--- src/sv/tepb_pkg.sv ---
// shared types and constants for the tensor element to pixel byte converter
// no dependencies
package tepb_pkg;

  typedef enum logic [1:0] {
    ELEM_HALF   = 2'd0,
    ELEM_SINGLE = 2'd1,
    ELEM_BYTE   = 2'd2
  } elem_type_e;

  localparam logic CFG_ELEMENT_TYPE = 1'b0;
  localparam logic CFG_NORMALIZED   = 1'b1;

  localparam logic [1:0] ELEMENT_TYPE_RST = 2'd0;
  localparam logic       NORMALIZED_RST   = 1'b1;

  // rounded single value heading into the fixed-point round stage
  typedef struct packed {
    logic        valid;
    logic        direct;  // byte already known
    logic [7:0]  dbyte;
    logic [23:0] mant;    // significand with hidden bit
    logic [3:0]  ex;      // unbiased exponent plus two, 0..9
  } rnd_in_t;

endpackage

--- src/sv/tensor_element_to_pixel_byte.sv ---
// tensor element to pixel byte: five-stage pipeline, one word per cycle while not stalled
// stages 1 to 3 are registered here, stages 4 and 5 in tepb_round; stage 5 drives the output
// the whole pipeline advances when the output register is empty or taken
// reset clears valid bits and loads element_type 0 (binary16) and normalized 1
// depends on tepb_pkg and tepb_round
module tensor_element_to_pixel_byte (
  input  logic        clk_i,
  input  logic        rst_ni,
  // configuration write channel
  input  logic        cfg_valid_i,
  output logic        cfg_ready_o,
  input  logic        cfg_index_i,
  input  logic [1:0]  cfg_data_i,
  // input stream
  input  logic        s_axis_tvalid,
  output logic        s_axis_tready,
  input  logic [31:0] s_axis_tdata,   // element_bits[31:0]
  // output stream
  output logic        m_axis_tvalid,
  input  logic        m_axis_tready,
  output logic [7:0]  m_axis_tdata    // pixel_byte[7:0]
);

  logic [1:0] elem_type_q;
  logic       normalized_q;
  logic       en;

  // stage 1: unpacked single
  logic        v1_q;
  logic        byp1_q, zero1_q, sat1_q, scale1_q;
  logic [7:0]  byte1_q, exp1_q;
  logic [23:0] man1_q;
  logic        byp1_d, zero1_d, sat1_d;
  logic [7:0]  exp1_d;
  logic [23:0] man1_d;

  // stage 2: product by 255, or the plain significand when unscaled
  logic        v2_q;
  logic        byp2_q, zero2_q, sat2_q, scale2_q;
  logic [7:0]  byte2_q, exp2_q;
  logic [31:0] prod2_q, prod2_d;

  // stage 3: rounded single, classified
  tepb_pkg::rnd_in_t s3_q, s3_d;

  assign cfg_ready_o   = 1'b1;
  // stall only when the output register holds a word not yet taken
  assign en            = !m_axis_tvalid || m_axis_tready;
  assign s_axis_tready = en;

  always_ff @(posedge clk_i or negedge rst_ni) begin
    if (!rst_ni) begin
      elem_type_q  <= tepb_pkg::ELEMENT_TYPE_RST;
      normalized_q <= tepb_pkg::NORMALIZED_RST;
    end else if (cfg_valid_i) begin
      case (cfg_index_i)
        tepb_pkg::CFG_ELEMENT_TYPE: elem_type_q  <= cfg_data_i;
        tepb_pkg::CFG_NORMALIZED:   normalized_q <= cfg_data_i[0];
        default: ;
      endcase
    end
  end

  // decode: half widens to single; half subnormals end up below one quarter
  // after scaling, so they are treated as zero
  always_comb begin
    logic       sign;
    logic [4:0] he;
    sign   = 1'b0;
    he     = s_axis_tdata[14:10];
    exp1_d = 8'd0;
    man1_d = 24'd0;
    byp1_d = 1'b0;
    case (tepb_pkg::elem_type_e'(elem_type_q))
      tepb_pkg::ELEM_HALF: begin
        sign = s_axis_tdata[15];
        if (he == 5'd0)       exp1_d = 8'd0;
        else if (he == 5'h1f) exp1_d = 8'hff;
        else                  exp1_d = {3'b0, he} + 8'd112;
        man1_d = {he != 5'd0, s_axis_tdata[9:0], 13'b0};
      end
      tepb_pkg::ELEM_SINGLE: begin
        sign   = s_axis_tdata[31];
        exp1_d = s_axis_tdata[30:23];
        man1_d = {s_axis_tdata[30:23] != 8'd0, s_axis_tdata[22:0]};
      end
      default: byp1_d = 1'b1;
    endcase
    // negative, nan, zero and subnormal all give zero
    zero1_d = sign || exp1_d == 8'd0 || (exp1_d == 8'hff && man1_d[22:0] != 23'd0);
    sat1_d  = !sign && exp1_d == 8'hff && man1_d[22:0] == 23'd0;
  end

  assign prod2_d = scale1_q ? {8'b0, man1_q} * 32'd255 : {8'b0, man1_q};

  // normalize and round the product, then sort out clamp cases
  always_comb begin
    logic [23:0] mant;
    logic [24:0] mr;
    logic        g, st;
    logic signed [9:0] es;
    if (scale2_q) begin
      if (prod2_q[31]) begin
        mant = prod2_q[31:8]; g = prod2_q[7]; st = |prod2_q[6:0];
        es   = $signed({2'b0, exp2_q}) - 10'sd119;
      end else begin
        mant = prod2_q[30:7]; g = prod2_q[6]; st = |prod2_q[5:0];
        es   = $signed({2'b0, exp2_q}) - 10'sd120;
      end
    end else begin
      mant = prod2_q[23:0]; g = 1'b0; st = 1'b0;
      es   = $signed({2'b0, exp2_q}) - 10'sd127;
    end
    mr = {1'b0, mant} + {24'b0, g & (st | mant[0])};
    if (mr[24]) begin
      mant = mr[24:1];
      es   = es + 10'sd1;
    end else begin
      mant = mr[23:0];
    end
    s3_d.valid  = v2_q;
    s3_d.mant   = mant;
    s3_d.ex     = 4'(es + 10'sd2);
    s3_d.direct = 1'b1;
    if (byp2_q)                                  s3_d.dbyte = byte2_q;
    else if (zero2_q)                            s3_d.dbyte = 8'd0;
    else if (sat2_q || es > 10'sd7)              s3_d.dbyte = 8'hff;
    else if (es == 10'sd7 && mant >= 24'hff0000) s3_d.dbyte = 8'hff;
    else if (es < -10'sd2)                       s3_d.dbyte = 8'd0;
    else begin
      s3_d.dbyte  = 8'd0;
      s3_d.direct = 1'b0;
    end
  end

  always_ff @(posedge clk_i or negedge rst_ni) begin
    if (!rst_ni) begin
      v1_q       <= 1'b0;
      v2_q       <= 1'b0;
      s3_q.valid <= 1'b0;
    end else if (en) begin
      v1_q <= s_axis_tvalid;
      v2_q <= v1_q;
      s3_q <= s3_d;
    end
  end

  always_ff @(posedge clk_i) begin
    if (en) begin
      byp1_q      <= byp1_d;
      zero1_q     <= zero1_d;
      sat1_q      <= sat1_d;
      scale1_q    <= normalized_q;
      byte1_q     <= s_axis_tdata[7:0];
      exp1_q      <= exp1_d;
      man1_q      <= man1_d;
      byp2_q      <= byp1_q;
      zero2_q     <= zero1_q;
      sat2_q      <= sat1_q;
      scale2_q    <= scale1_q;
      byte2_q     <= byte1_q;
      exp2_q      <= exp1_q;
      prod2_q     <= prod2_d;
    end
  end

  tepb_round u_round (
    .clk_i   (clk_i),
    .rst_ni  (rst_ni),
    .en_i    (en),
    .in_i    (s3_q),
    .valid_o (m_axis_tvalid),
    .byte_o  (m_axis_tdata)
  );

endmodule

--- src/sv/tepb_round.sv ---
// adds one half in single precision and truncates to a byte, two stages
// depends on tepb_pkg
module tepb_round (
  input  logic             clk_i,
  input  logic             rst_ni,
  input  logic             en_i,
  input  tepb_pkg::rnd_in_t in_i,
  output logic             valid_o,
  output logic [7:0]       byte_o
);

  logic        v4_q;
  logic        dir4_q;
  logic [7:0]  db4_q;
  logic [33:0] t4_q, t4_d;
  logic [3:0]  sh4_q, sh4_d;
  logic        v5_q;
  logic [7:0]  b5_q, b5_d;

  // fixed point with 25 fraction bits, exact for values of one quarter and up
  always_comb begin
    logic [32:0] fixed;
    fixed = {9'b0, in_i.mant} << in_i.ex;
    t4_d  = {1'b0, fixed} + (34'd1 << 24);
    sh4_d = 4'd1;
    for (int i = 24; i <= 32; i++) begin
      if (t4_d[i]) sh4_d = 4'(i - 23);
    end
  end

  // round to 24 significant bits, nearest even
  always_comb begin
    logic [33:0] q, r, below;
    logic        g, st;
    q     = t4_q >> sh4_q;
    g     = t4_q[5'(sh4_q - 4'd1)];
    below = (34'd1 << (sh4_q - 4'd1)) - 34'd1;
    st    = |(t4_q & below);
    q     = q + {33'b0, g & (st | q[0])};
    r     = q << sh4_q;
    b5_d  = dir4_q ? db4_q : r[32:25];
  end

  always_ff @(posedge clk_i or negedge rst_ni) begin
    if (!rst_ni) begin
      v4_q <= 1'b0;
      v5_q <= 1'b0;
    end else if (en_i) begin
      v4_q <= in_i.valid;
      v5_q <= v4_q;
    end
  end

  always_ff @(posedge clk_i) begin
    if (en_i) begin
      dir4_q <= in_i.direct;
      db4_q  <= in_i.dbyte;
      t4_q   <= t4_d;
      sh4_q  <= sh4_d;
      b5_q   <= b5_d;
    end
  end

  assign valid_o = v5_q;
  assign byte_o  = b5_q;

endmodule

--- config.mk ---
export PLATFORM = sky130hd
export DESIGN_NAME = tensor_element_to_pixel_byte
export DESIGN_NICKNAME = d
export VERILOG_FILES = /design/src/sv/tepb_pkg.sv /design/src/sv/tensor_element_to_pixel_byte.sv /design/src/sv/tepb_round.sv
export SDC_FILE = /design/constraint.sdc
export NUM_CORES = 1
export LEC_CHECK = 0
export BUFFER_PORTS_ARGS = -buffer_cell sky130_fd_sc_hd__buf_2
export CAP_MARGIN = 10
export CORE_UTILIZATION = 40
export DETAILED_ROUTE_END_ITERATION = 10
export MAX_ROUTING_LAYER = met4
export PLACE_DENSITY = 0.55
export SYNTH_ARGS = -nofsm -noshare
export SYNTH_HDL_FRONTEND = slang
export SYNTH_SLANG_ARGS = --single-unit
--- constraint.sdc ---
create_clock -name clk_i -period 10.75 [get_ports clk_i]
set_input_delay 0.5375 -clock clk_i [delete_from_list [all_inputs] [get_ports clk_i]]
set_output_delay 0.5375 -clock clk_i [all_outputs]
set_load 0.1 [all_outputs]
# After elaboration in Yosys (flattened, before gate mapping)
# Index checks and enable logic that the tools add are counted.
# op_classes
n_shift	4
add_sub_neg	12
n_eq_ne	4
reduce_logical	26
n_bitwise	6
magnitude_cmp	4
n_mul	1
mux	32
# op_table
operator	count
2-to-1 mux 24 bit	4
2-to-1 mux 8 bit	7
case mux 24 bit (2 select lines)	1
adder 33 x 25 -> 34 bit, second input constant	1
adder 34 x 1 -> 34 bit	1
bitwise AND 34 bit	1
OR reduction 34 bit	1
<< shifter 1 x 4 -> 34 bit, first input constant	1
<< shifter 34 x 4 -> 33 bit	1
right shift 34 x 4 -> 34 bit	1
subtractor 34 x 1 -> 34 bit, second input constant	1
<< shifter 24 x 4 -> 33 bit	1
multiplier 24 x 8 -> 32 bit, second input constant	1
2-to-1 mux 10 bit	3
subtractor 8 x 7 -> 9 bit, second input constant	3
adder 24 x 1 -> 25 bit	1
greater-or-equal comparator 24 bit, second input constant	1
logical NOT 23 bit	1
nonzero test 23 bit	1
2-to-1 mux 4 bit	5
case mux 8 bit (2 select lines)	1
adder 10 x 2 -> 10 bit, second input constant	1
equality test 10 x 4 -> 1 bit, second input constant	1
> comparator 10 x 4 -> 1 bit, second input constant	1
other kinds (29)	48
# word_totals
elab_cells	121
out_inout_bits	11
in_bits	40
ff_bits	196

# Longest topological paths before layout
# Gate-level depths: netlist (run 1).
# depth
word_depth	13
ltp_mapped	20
depth_no_buf	20

# Cells and area by module
# From an unflattened synthesis (run 1), not the netlist that was laid out.
# unflattened
hier_cells	1774
area_unflattened_um2	18396.4
# modules_own_cells
mod	n_inst	area_per_inst_um2	seq_area_each_um2	cells_each
tensor_element_to_pixel_byte	1	11603.6	4145.2	1088
tepb_round	1	6792.8	1701.6	686

# Worst setup path after synthesis (run 1)
# Ideal clock, no wire load.
# synth_timing
path_type	register to output
startpoint	reg u_round.v5_q (netlist: u_round.valid_o)
endpoint	out s_axis_tready
arrival_time_ns	4.655
n_path_buf	1
path_stages_with_launch	4
slack_ns	5.557
required_ns	10.213
cell_sequence	dfrtp_1 -> nor2b_1 -> clkbuf_1 -> inv_1
# synth_via
elab_chain_len	2
# synth_lines
element	line_no	source
start: declaration	tepb_round.sv:17	logic v5_q;
start signal: assignment	tepb_round.sv:50	v5_q <= v4_q;
logical NOT 1 bit	tensor_element_to_pixel_byte.sv:48	assign en = !m_axis_tvalid || m_axis_tready;
logical OR 1 bit	tensor_element_to_pixel_byte.sv:48	
end: declaration	tensor_element_to_pixel_byte.sv:16	output logic s_axis_tready,
# No other way between the ends.

# Worst setup path after layout (run 1)
# layout_timing
startpoint	reg man1_q[7]
endpoint	reg prod2_q[31] (data pin)
# layout_via
elab_chain_len	1
# layout_lines
element	line_no	source
start: declaration	tensor_element_to_pixel_byte.sv:32	logic [23:0] man1_q;
start signal: assignment	tensor_element_to_pixel_byte.sv:156	man1_q <= man1_d;
multiplier 24 x 8 -> 32 bit	tensor_element_to_pixel_byte.sv:94	assign prod2_d = scale1_q ? {8'b0, man1_q} * 32'd255 : {8'b0, man1_q};
end signal: assignment	tensor_element_to_pixel_byte.sv:163	prod2_q <= prod2_d;
end: declaration	tensor_element_to_pixel_byte.sv:41	logic [31:0] prod2_q, prod2_d;
# No other way between the ends.
# A chain may end at the register's enable or synchronous reset.

==> results of run 1 <==
cell families after synthesis:
family / Yosys count / share of synthesized area
AND/OR/NAND/NOR: 522 / 0.1460
multiplexers: 233 / 0.1758
XOR/XNOR: 72 / 0.03425
adder cells (fa/ha/maj): 170 / 0.1604
buffers and inverters: 284 / 0.06497
flip-flops: 196 / 0.3176
AO/OA/AOI/OAI: 272 / 0.1009
other: 1 / 0.0002037
routing by layer:
| metal | track usage | part of all wire | vias up |
|---|---|---|---|
| met4 | 0.06385 | 0.022 | 0 |
| met2 | 0.3177 | 0.48 | 257 |
| met1 | 0.2576 | 0.46 | 6488 |
| met5 | - | 0 | - |
| li1 | - | - | 6332 |
| met3 | 0.03018 | 0.038 | 52 |
registers in the layout, indices dropped and copies added, names as in the netlist, 2 cells and up:
signal / cells
man1_q: 24
prod2_q: 32
exp2_q: 8
elem_type_q: 2
byte1_q: 8
u_round.byte_o: 8
u_round.sh4_q: 4
s3_q: 38
u_round.t4_q: 34
byte2_q: 8
u_round.db4_q: 8
exp1_q: 8
synth_stat cells (8+ instances only):
master and number:
inv_1 190, edfxtp_1 188, nand2_1 131, nor2_1 122, fa_1 110, mux2i_1 108, a21oi_1 65, mux2_2 65
ha_1 60, o21ai_0 45, clkbuf_1 42, mux4_2 40, xnor2_1 38, nand3_1 37, nor3_1 36, and2_1 35
xor2_1 34, nor2b_1 24, nor4_1 24, nand2b_1 20, a21o_1 19, mux4_1 19, buf_2 18, nand4_1 18
a31oi_1 16, and3_1 15, a211oi_1 14, buf_4 14, or2_2 10, buf_1 9, a221oi_1 8, o21a_1 8
o22ai_1 8
area by class of cell:
cell class,count,area [um2]
clock inverter,15,203.9
inverter,196,740.7
timing repair buffer,66,372.9
fill,4319,25660
sequential,196,5847
multi-input combinational,1270,11380
clock buffer,17,425.4
tap,600,750.7
placed cells by master, fill, tap and decap left out, types with 7 or more instances in the layout:
cell type	n
edfxtp_1	188
a31oi_1	16
a21o_1	19
or2_2	10
nor3_1	36
nand2_1	131
o21a_1	8
o22ai_1	8
mux2_2	65
and3_1	15
o21ai_0	45
a211oi_1	14
mux4_1	19
nand2b_1	20
xnor2_1	38
ha_1	60
nand4_1	18
a221oi_1	8
nor2_1	122
dfrtp_1	7
xor2_1	34
mux2i_1	108
and4_1	7
clkbuf_16	17
nor4_1	24
nor2b_1	23
or3_1	7
buf_2	49
nand3_1	37
and2_1	35
buf_4	15
inv_1	189
a21oi_1	65
mux4_2	40
fa_1	110
through the flow:
stage | cell area, um2 | hold slack, ns
6_report | 19720 | 0.2971
3_5_place_dp | 19080 | 0.3938
2_1_floorplan | 18410 | 0.2419
3_3_place_gp | 19080 | 0.3946
4_1_cts | 19720 | 0.2749
5_1_grt | 19720 | 0.2914
critical path, delay by kind of cell, from the launching register on:
family	cells	cell delay (ns)
XOR/XNOR	1	0.09
flip-flops	1	0.55
adder cells (fa/ha/maj)	5	2.53
AND/OR/NAND/NOR	3	0.55
buffers and inverters	2	0.09
AO/OA/AOI/OAI	6	1.38
path summary, 6_finish.rpt:
path	from	to	slack [ns]	depth (start not counted)
worst min register to register	zero1_q	zero2_q	0.42	0
worst max-delay path	man1_q[7]	prod2_q[31]	5.32	17
worst max register to register	man1_q[7]	prod2_q[31]	5.32	17
min in group asynchronous	rst_ni	u_round.v4_q	0.44	2
max in group asynchronous	rst_ni	normalized_q	10.07	2
worst min-delay path	s_axis_tvalid	v1_q	0.30	2
==> results.py, run 1 <==
metrics = {
    "status": {
        "outcome": "finished, final reports clean",
    },
    "setup_path": {
        "critPathSlowestCell": "fa_1",
        "end_kind": "flip-flop",
        "cp-start-kind": "flip-flop",
        "crit_arrival_ns": 5.66,
        "critPathKind": "flip-flop to flip-flop",
        "critPathMaxStageDelay_ns": 0.60,
        "worst_path_most_repeated_cell": "fa_1",
        "cp_cell_sequence": "fa_1 -> fa_1 -> fa_1 -> inv_1 -> fa_1 -> inv_1 -> ha_1 -> a21o_1 -> a21oi_1 -> nor3b_1 -> a211o_1 -> o2111ai_1 -> a21oi_1 -> nor3b_1 -> a211oi_1 -> xnor2_1 -> and2_1",
        "worstPathRequired_ns": 10.98,
        "worstPathMaxFanout": 6,
    },
    "yosys": {
        "yosysWarningCount": 0,
        "ys_seq_area_frac": 0.3176,
        "synth-main-ff-cell": "edfxtp_1",
        "ys_types": 93,
        "synth_cells": 1750,
        "synth_nets": 1960,
        "synth_top_area_share": 0.3066,
        "async_flop_share": 0.04082,
        "synth.area.top_cells": "edfxtp_1 31%, fa_1 12%, mux2i_1 5.9%",
        "synth_edf_count": 188,
        "synth_top_area_cell": "edfxtp_1",
        "syn_area_um2": 18410,
        "avgSynthCellArea_um2": 10.52,
        "ys_ff_latch": 196,
    },
    "clocking": {
        "cts_hold_buf": 1,
        "post-cts-setup-buffer-count": 0,
        "numCtsBuffers": 17,
        "htreeDepth": 4,
        "clk_path_buf_depth": 2,
        "cts_resized": 0,
        "cts_root_buffer": "clkbuf_16",
        "cts_sinks": 196,
        "cts_tree": "built",
        "clk_pin_slew_ns": 0.08,
        "clock_latency_ns": 0.47,
    },
    "drt": {
        "via_per_inst": 5.563,
        "drc_errors": 0,
        "routed_wl_um": 43740,
        "drt_iter0_markers": 1054,
        "vias": 13130,
        "dr.pass1.iters": 5,
        "ant_nets": 0,
        "wl_per_cell_um": 18.53,
    },
    "timing": {
        "setup_viol": 0,
        "finClkSkew_ns": 0.01549,
        "slew_violations": 0,
        "relSlewSlack": 0.2914,
        "tns_ns": 0,
        "hold_viol": 0,
        "fin_crit_ns": 5.431,
        "period_share": 0.5052,
        "rsz0062_at_grt": "false",
        "worst_slew_pin_slew_ns": 1.061,
        "setup_slack_ns": 5.319,
        "fmax_ghz": 0.1841,
    },
    "grt": {
        "grt_usage": 0.1983,
        "grt_pass1_vias": 13120,
        "grt_pass1_wl_um": 71560,
        "grt_max_degree": 78,
        "antenna_found_initial": 0,
        "grt_remaining_overflow": 0,
    },
    "placement": {
        "post-place-cells": 2326,
        "place.gp.congestion": 0.8720,
        "pre_cts_ws_ns": 5.369,
        "port_buffers": 49,
        "dp_hpwl_um": 33860,
    },
    "layout": {
        "drive_above_1_share": 0.1358,
        "antenna_cells": 0,
        "fin_util": 0.4346,
        "fin_cells": 2360,
        "final_nets": 1957,
        "syn2layout_area_growth_pct": 7.136,
    },
    "die": {
        "die_area_um2": 46890,
        "fp.coreArea_um2": 45380,
        "fp.dieW_um": 216.5,
        "start_util": 0.4057,
        "ios": 51,
        "die_h_um": 216.5,
        "rows": 78,
    },
    "hold_path": {
        "hp-class": "primary input to flip-flop",
    },
    "run": {
        "cap_violations": 0,
    },
}
Power of run 1 is left out: the tool's default activity adds up to more than one toggle a clock period on the data nets, which glitch-free logic cannot reach.
==> run 2: changes to the inputs <==
Settings changed: PLACE_DENSITY 0.55 to 0.57.
Clock period 10.75 ns to 4.6 ns, I/O delays scaled along.
==> results.py, run 2 (synthesized netlist as in run 1, its figures left out) <==
metrics = {
    "timing": {
        "worst_slew_pin_slew_ns": 0.9784,
        "setup_viol": 17,
        "period_share": 1.060,
        "relSlewSlack": 0.3464,
        "hold_viol": 0,
        "tns_ns": -3.345,
        "fin_crit_ns": 4.875,
        "fmax_ghz": 0.2051,
        "finClkSkew_ns": 0.01298,
        "slew_violations": 0,
        "setup_slack_ns": -0.2750,
        "rsz0062_at_grt": "true",
    },
    "layout": {
        "syn2layout_area_growth_pct": 15.93,
        "reg_top3": "s3_q (38), u_round.t4_q (34), prod2_q (32)",
        "final_nets": 2114,
        "antenna_cells": 0,
        "final_cell_mix": "188 x edfxtp_1, 173 x inv_1, 157 x buf_4",
        "fin_cells": 2517,
        "fin_util": 0.4703,
        "regMostFlops": "s3_q",
        "drive_above_1_share": 0.2431,
        "largest_reg_flops": 38,
        "final_common_cell": "edfxtp_1",
    },
    "setup_path": {
        "worstPathRequired_ns": 4.79,
        "worstPathMaxFanout": 4,
        "critPathMaxStageDelay_ns": 0.59,
        "crit_arrival_ns": 5.07,
        "critPathSlowestCell": "fa_2",
        "worstReg2RegEnd": "prod2_q[30]",
        "r2r-start": "man1_q[2]",
        "cp-start-kind": "flip-flop",
        "critPathBufInv": 4,
        "cp_cell_sequence": "buf_6 -> fa_2 -> fa_2 -> fa_1 -> inv_1 -> fa_1 -> inv_2 -> ha_4 -> o21a_1 -> o21ai_2 -> buf_4 -> nand2_1 -> o221a_2 -> a21o_1 -> a21o_1 -> a21oi_2 -> o21bai_1 -> xor2_1 -> and2_1",
        "critPathKind": "flip-flop to flip-flop",
        "end_kind": "flip-flop",
        "reg2reg_setup_slack_ns": -0.28,
        "cpLargestDelayFamily": "adder cells",
        "rr_worst_depth": 19,
    },
    "grt": {
        "grt_remaining_overflow": 0,
        "grt_pass1_wl_um": 71100,
        "antenna_found_initial": 0,
        "grt_max_degree": 133,
        "grt_usage": 0.1934,
        "grt_pass1_vias": 13860,
    },
    "drt": {
        "routed_wl_um": 43370,
        "drc_errors": 0,
        "drt_iter0_markers": 818,
        "wl_per_cell_um": 17.23,
        "via_per_inst": 5.428,
        "vias": 13660,
        "dr.pass1.iters": 5,
        "ant_nets": 0,
    },
    "placement": {
        "dp_hpwl_um": 33990,
        "post-place-cells": 2451,
        "place.gp.congestion": 0.8730,
        "port_buffers": 49,
    },
    "clocking": {
        "cts_tree": "built",
        "numCtsBuffers": 17,
        "clk_pin_slew_ns": 0.08,
        "cts_sinks": 196,
        "htreeDepth": 4,
        "cts_root_buffer": "clkbuf_16",
        "clock_latency_ns": 0.44,
        "clk_path_buf_depth": 2,
    },
    "die": {
        "fp.coreArea_um2": 45380,
        "start_util": 0.4057,
        "fp.dieW_um": 216.5,
        "rows": 78,
        "die_h_um": 216.5,
        "ios": 51,
        "die_area_um2": 46890,
    },
    "hold_path": {
        "hp-class": "primary input to flip-flop",
        "hold_depth": 2,
        "hp-start": "s_axis_tvalid",
        "min_to": "v1_q",
    },
    "status": {
        "outcome": "finished, violations left",
        "violations": "negative setup slack",
    },
    "run": {
        "cap_violations": 0,
    },
}
run 2: changes by cell type in the layout (fill, tap and decap cells not counted), moves of 13 or more:
cell / change
inv_1: -16
buf_4: +142
fa_1: -14
ha_1: -13
fa_2: +14
ha_4: +13
inv_2: +16
run 2: metrics by stage:
step | hold WS, ns | cell area [um2] | setup slack (ns)
after floorplan | -0.06559 | 18580 | -0.1747
after detailed placement | 0.08534 | 20240 | -0.3654
after global routing | 0.004698 | 21340 | -0.4619
after CTS | 0.005516 | 21110 | -0.2522
final | 0.02696 | 21340 | -0.2750
after global placement | 0.08351 | 20240 | -0.3258
run 2: worst max-delay path by stage:
stage          depth (start not counted)  slack (ns)  startpoint           to
2_1_floorplan                         19       -0.17  man1_q[12]  prod2_q[28]
3_3_place_gp                          18       -0.33   man1_q[4]  prod2_q[31]
3_5_place_dp                          18       -0.37   man1_q[4]  prod2_q[31]
4_1_cts                               18       -0.25   man1_q[2]  prod2_q[31]
5_1_grt                               19       -0.46   man1_q[2]  prod2_q[30]
6_report                              19       -0.28   man1_q[2]  prod2_q[30]
run 2: layout make-up:
| cell class | count | area (um2) |
|---|---|---|
| clock buffer | 19 | 452.9 |
| clock inverter | 13 | 136.4 |
| fill | 4157 | 24040 |
| inverter | 196 | 739.5 |
| multi-input combinational | 1270 | 11760 |
| sequential | 196 | 5847 |
| tap | 600 | 750.7 |
| timing repair buffer | 223 | 1655 |
run 2: routing by layer:
metal,GRT usage,wire length (um)
met2,0.3321,21940
met3,0.01909,1514
met1,0.2434,19080
met4,0.05141,837
met5,-,0
run 2: timing repair:
action | 4_1_cts | 5_1_grt
pin swaps | 59 | 44
hold endpoints to repair | 10 | 0
resized for setup | 37 | 26
setup endpoints to repair | 17 | 18
hold buffers | 3 | 0
setup buffers | 17 | 14
Power of run 2 is left out for the same reason.
==> run 3: changes to the inputs <==
--- a/config.mk
+++ b/config.mk
@@ -14,3 +14,4 @@
 export SYNTH_ARGS = -nofsm -noshare
 export SYNTH_HDL_FRONTEND = slang
+export SYNTH_HIERARCHICAL = 1
 export SYNTH_SLANG_ARGS = --single-unit
==> constraint.sdc (replaced) <==
create_clock -name clk_i -period 4.6 [get_ports clk_i]
set_input_delay 0.92 -clock clk_i [delete_from_list [all_inputs] [get_ports clk_i]]
set_output_delay 0.92 -clock clk_i [all_outputs]
set_load 0.1 [all_outputs]
==> results.py, run 3 <==
metrics = {
    "timing": {
        "relSlewSlack": 0.2666,
        "setup_viol": 14,
        "period_share": 1.119,
        "fmax_ghz": 0.1943,
        "worst_slew_pin_slew_ns": 1.100,
        "setup_slack_ns": -0.5471,
        "slew_violations": 0,
        "fin_crit_ns": 5.147,
        "hold_viol": 0,
        "rsz0062_at_grt": "true",
        "finClkSkew_ns": 0.01564,
    },
    "layout": {
        "regMostFlops": "s3_q",
        "drive_above_1_share": 0.2456,
        "syn2layout_area_growth_pct": 16.89,
        "fin_cells": 2567,
        "nFillCells": 4172,
        "antenna_cells": 0,
        "final_common_cell": "edfxtp_1",
        "final_nets": 2164,
        "reg_top3": "s3_q (38), u_round/t4_q (34), prod2_q (32)",
        "final_cell_mix": "188 x edfxtp_1, 184 x buf_4, 178 x inv_1",
        "largest_reg_flops": 38,
    },
    "drt": {
        "ant_nets": 0,
        "wl_per_cell_um": 17.66,
        "vias": 13720,
        "top_layer": "met4",
        "routed_wl_um": 45330,
        "via_per_inst": 5.345,
        "dr_wl_met2_um": 21720,
        "drt_iter0_markers": 985,
        "met3_length_um": 1634,
        "dr.pass1.iters": 5,
        "drt-met1-wl_um": 20910,
        "drc_errors": 0,
    },
    "clocking": {
        "clk_pin_slew_ns": 0.09,
        "cts_tree": "built",
        "cts_root_buffer": "clkbuf_16",
        "clk_path_buf_depth": 2,
        "clock_latency_ns": 0.46,
        "numCtsBuffers": 17,
        "htreeDepth": 4,
        "cts_sinks": 196,
    },
    "yosys": {
        "synth_edf_count": 188,
        "ys_top_cells_by_count": "188 x edfxtp_1, 186 x inv_1, 143 x nor2_1",
        "syn_area_um2": 18400,
        "yosysWarningCount": 6,
        "ys_seq_area_frac": 0.3178,
        "ys_ff_latch": 196,
        "avgSynthCellArea_um2": 10.37,
        "yosysMostFrequentCell": "edfxtp_1",
        "synth_top_area_share": 0.3069,
        "synth.area.top_cells": "edfxtp_1 31%, fa_1 12%, mux2i_1 7.0%",
        "async_flop_share": 0.04082,
        "synth_cells": 1774,
        "ys_types": 98,
        "synth_nets": 1984,
        "synth_top_area_cell": "edfxtp_1",
        "synth-main-ff-cell": "edfxtp_1",
    },
    "setup_path": {
        "critPathSlowestCell": "fa_1",
        "worstPathRequired_ns": 4.82,
        "critPathMaxStageDelay_ns": 0.57,
        "end_kind": "flip-flop",
        "cp-start-kind": "flip-flop",
        "critPathBufInv": 3,
        "worst_path_most_repeated_cell": "fa_1",
        "crit_arrival_ns": 5.36,
        "cpLargestDelayFamily": "adder cells",
        "cp_cell_sequence": "fa_1 -> buf_6 -> fa_1 -> fa_1 -> inv_1 -> fa_1 -> inv_2 -> ha_4 -> nand2_2 -> a2bb2oi_2 -> a211oi_2 -> o211ai_1 -> a311o_1 -> o211ai_1 -> a21oi_1 -> o21ai_1 -> mux2_4",
        "worstPathMaxFanout": 3,
        "critPathKind": "flip-flop to flip-flop",
    },
    "placement": {
        "post-place-cells": 2512,
        "place.gp.congestion": 0.9004,
        "port_buffers": 49,
        "dp_hpwl_um": 35660,
    },
    "grt": {
        "grt_remaining_overflow": 0,
        "grt_pass1_wl_um": 74280,
        "grt_pass1_vias": 13840,
        "grt_usage": 0.2047,
        "grt_max_degree": 154,
        "antenna_found_initial": 0,
    },
    "die": {
        "start_util": 0.4054,
        "fp.dieW_um": 216.5,
        "die_h_um": 216.5,
        "ios": 51,
        "fp.coreArea_um2": 45380,
        "rows": 78,
        "die_area_um2": 46850,
    },
    "run": {
        "cap_violations": 0,
    },
    "status": {
        "outcome": "finished, violations left",
        "violations": "negative setup slack",
    },
    "hold_path": {
        "hp-class": "primary input to async pin",
    },
}
==> run 3: cell count changes in the layout (fill, tap and decap cells not counted), sizes merged, moves of 10 or more <==
cell,change
mux4,-16
nor4,-12
o21ai,+11
nor2,+22
a21oi,+10
buf,+28
mux2i,+21
==> run 3: layout make-up <==
type / instances / area [um2] / share of cell area
Clock buffer: 17 / 425.4 / 0.01978
Clock inverter: 15 / 234.0 / 0.01088
Inverter: 192 / 726.9 / 0.03381
Multi-Input combinational cell: 1299 / 11690 / 0.5435
Sequential cell: 196 / 5848 / 0.2720
Tap cell: 600 / 750.7 / 0.03491
Timing Repair Buffer: 248 / 1831 / 0.08513
==> run 3: worst paths after layout <==
check                                from              end  slack [ns]  cells after the start
min in group clk_i              exp1_q[3]        exp2_q[3]        0.41                      0
worst max register to register  man1_q[4]      prod2_q[31]       -0.55                     17
worst max-delay path            man1_q[4]      prod2_q[31]       -0.55                     17
worst min register to register  exp1_q[3]        exp2_q[3]        0.41                      0
worst min-delay path               rst_ni  u_round/valid_o        0.29                      1
max in group asynchronous          rst_ni     normalized_q        4.06                      1
==> run 3: layer usage <==
layer  up-vias  global-route usage
li1       6749                   -
met1      6612              0.2729
met2       302              0.3285
met3        58             0.02372
met4         0             0.05962
met5         -                   -
==> run 3: repair_timing <==
action / 4_1_cts / 5_1_grt
resized for setup: 17 / 51
buffers inserted: 10 / 14
hold buffers: 0 / 0
setup endpoints to repair: 18 / 23
pin swaps: 25 / 39
==> run 3: metrics by stage <==
stage	hold slack [ns]	area (um2)	utilization	setup TNS, ns	setup WS (ns)
final	0.2889	21500	0.4738	-4.752	-0.5471
after global routing	0.2732	21500	0.4738	-7.785	-0.6826
after CTS	0.2678	21170	0.4664	-4.986	-0.5687
after detailed placement	0.4045	20380	0.4490	-5.706	-0.6626
after floorplan	0.4003	18510	-	-1.086	-0.3979
after global placement	0.4040	20380	0.4490	-4.751	-0.5283
==> run 3: worst reg2reg max path: cells and delay by family (launching register included) <==
family	cells	cell delay, ns
AND/OR/NAND/NOR	1	0.05
adder cells (fa/ha/maj)	5	2.36
buffers and inverters	3	0.25
AO/OA/AOI/OAI	7	1.46
multiplexers	1	0.32
flip-flops	1	0.46
==> run 3: logic make-up (layout without fill, tap and decap cells) <==
| group | Yosys count | after routing | synth area share |
|---|---|---|---|
| adder cells (fa/ha/maj) | 170 | 170 | 0.1605 |
| buffers and inverters | 279 | 472 | 0.06557 |
| AND/OR/NAND/NOR | 510 | 510 | 0.1415 |
| AO/OA/AOI/OAI | 306 | 306 | 0.1146 |
| multiplexers | 238 | 238 | 0.1638 |
| flip-flops | 196 | 196 | 0.3178 |
| XOR/XNOR | 74 | 74 | 0.03598 |
| other | 1 | 1 | 0.0002038 |
Power of run 3 is left out for the same reason.
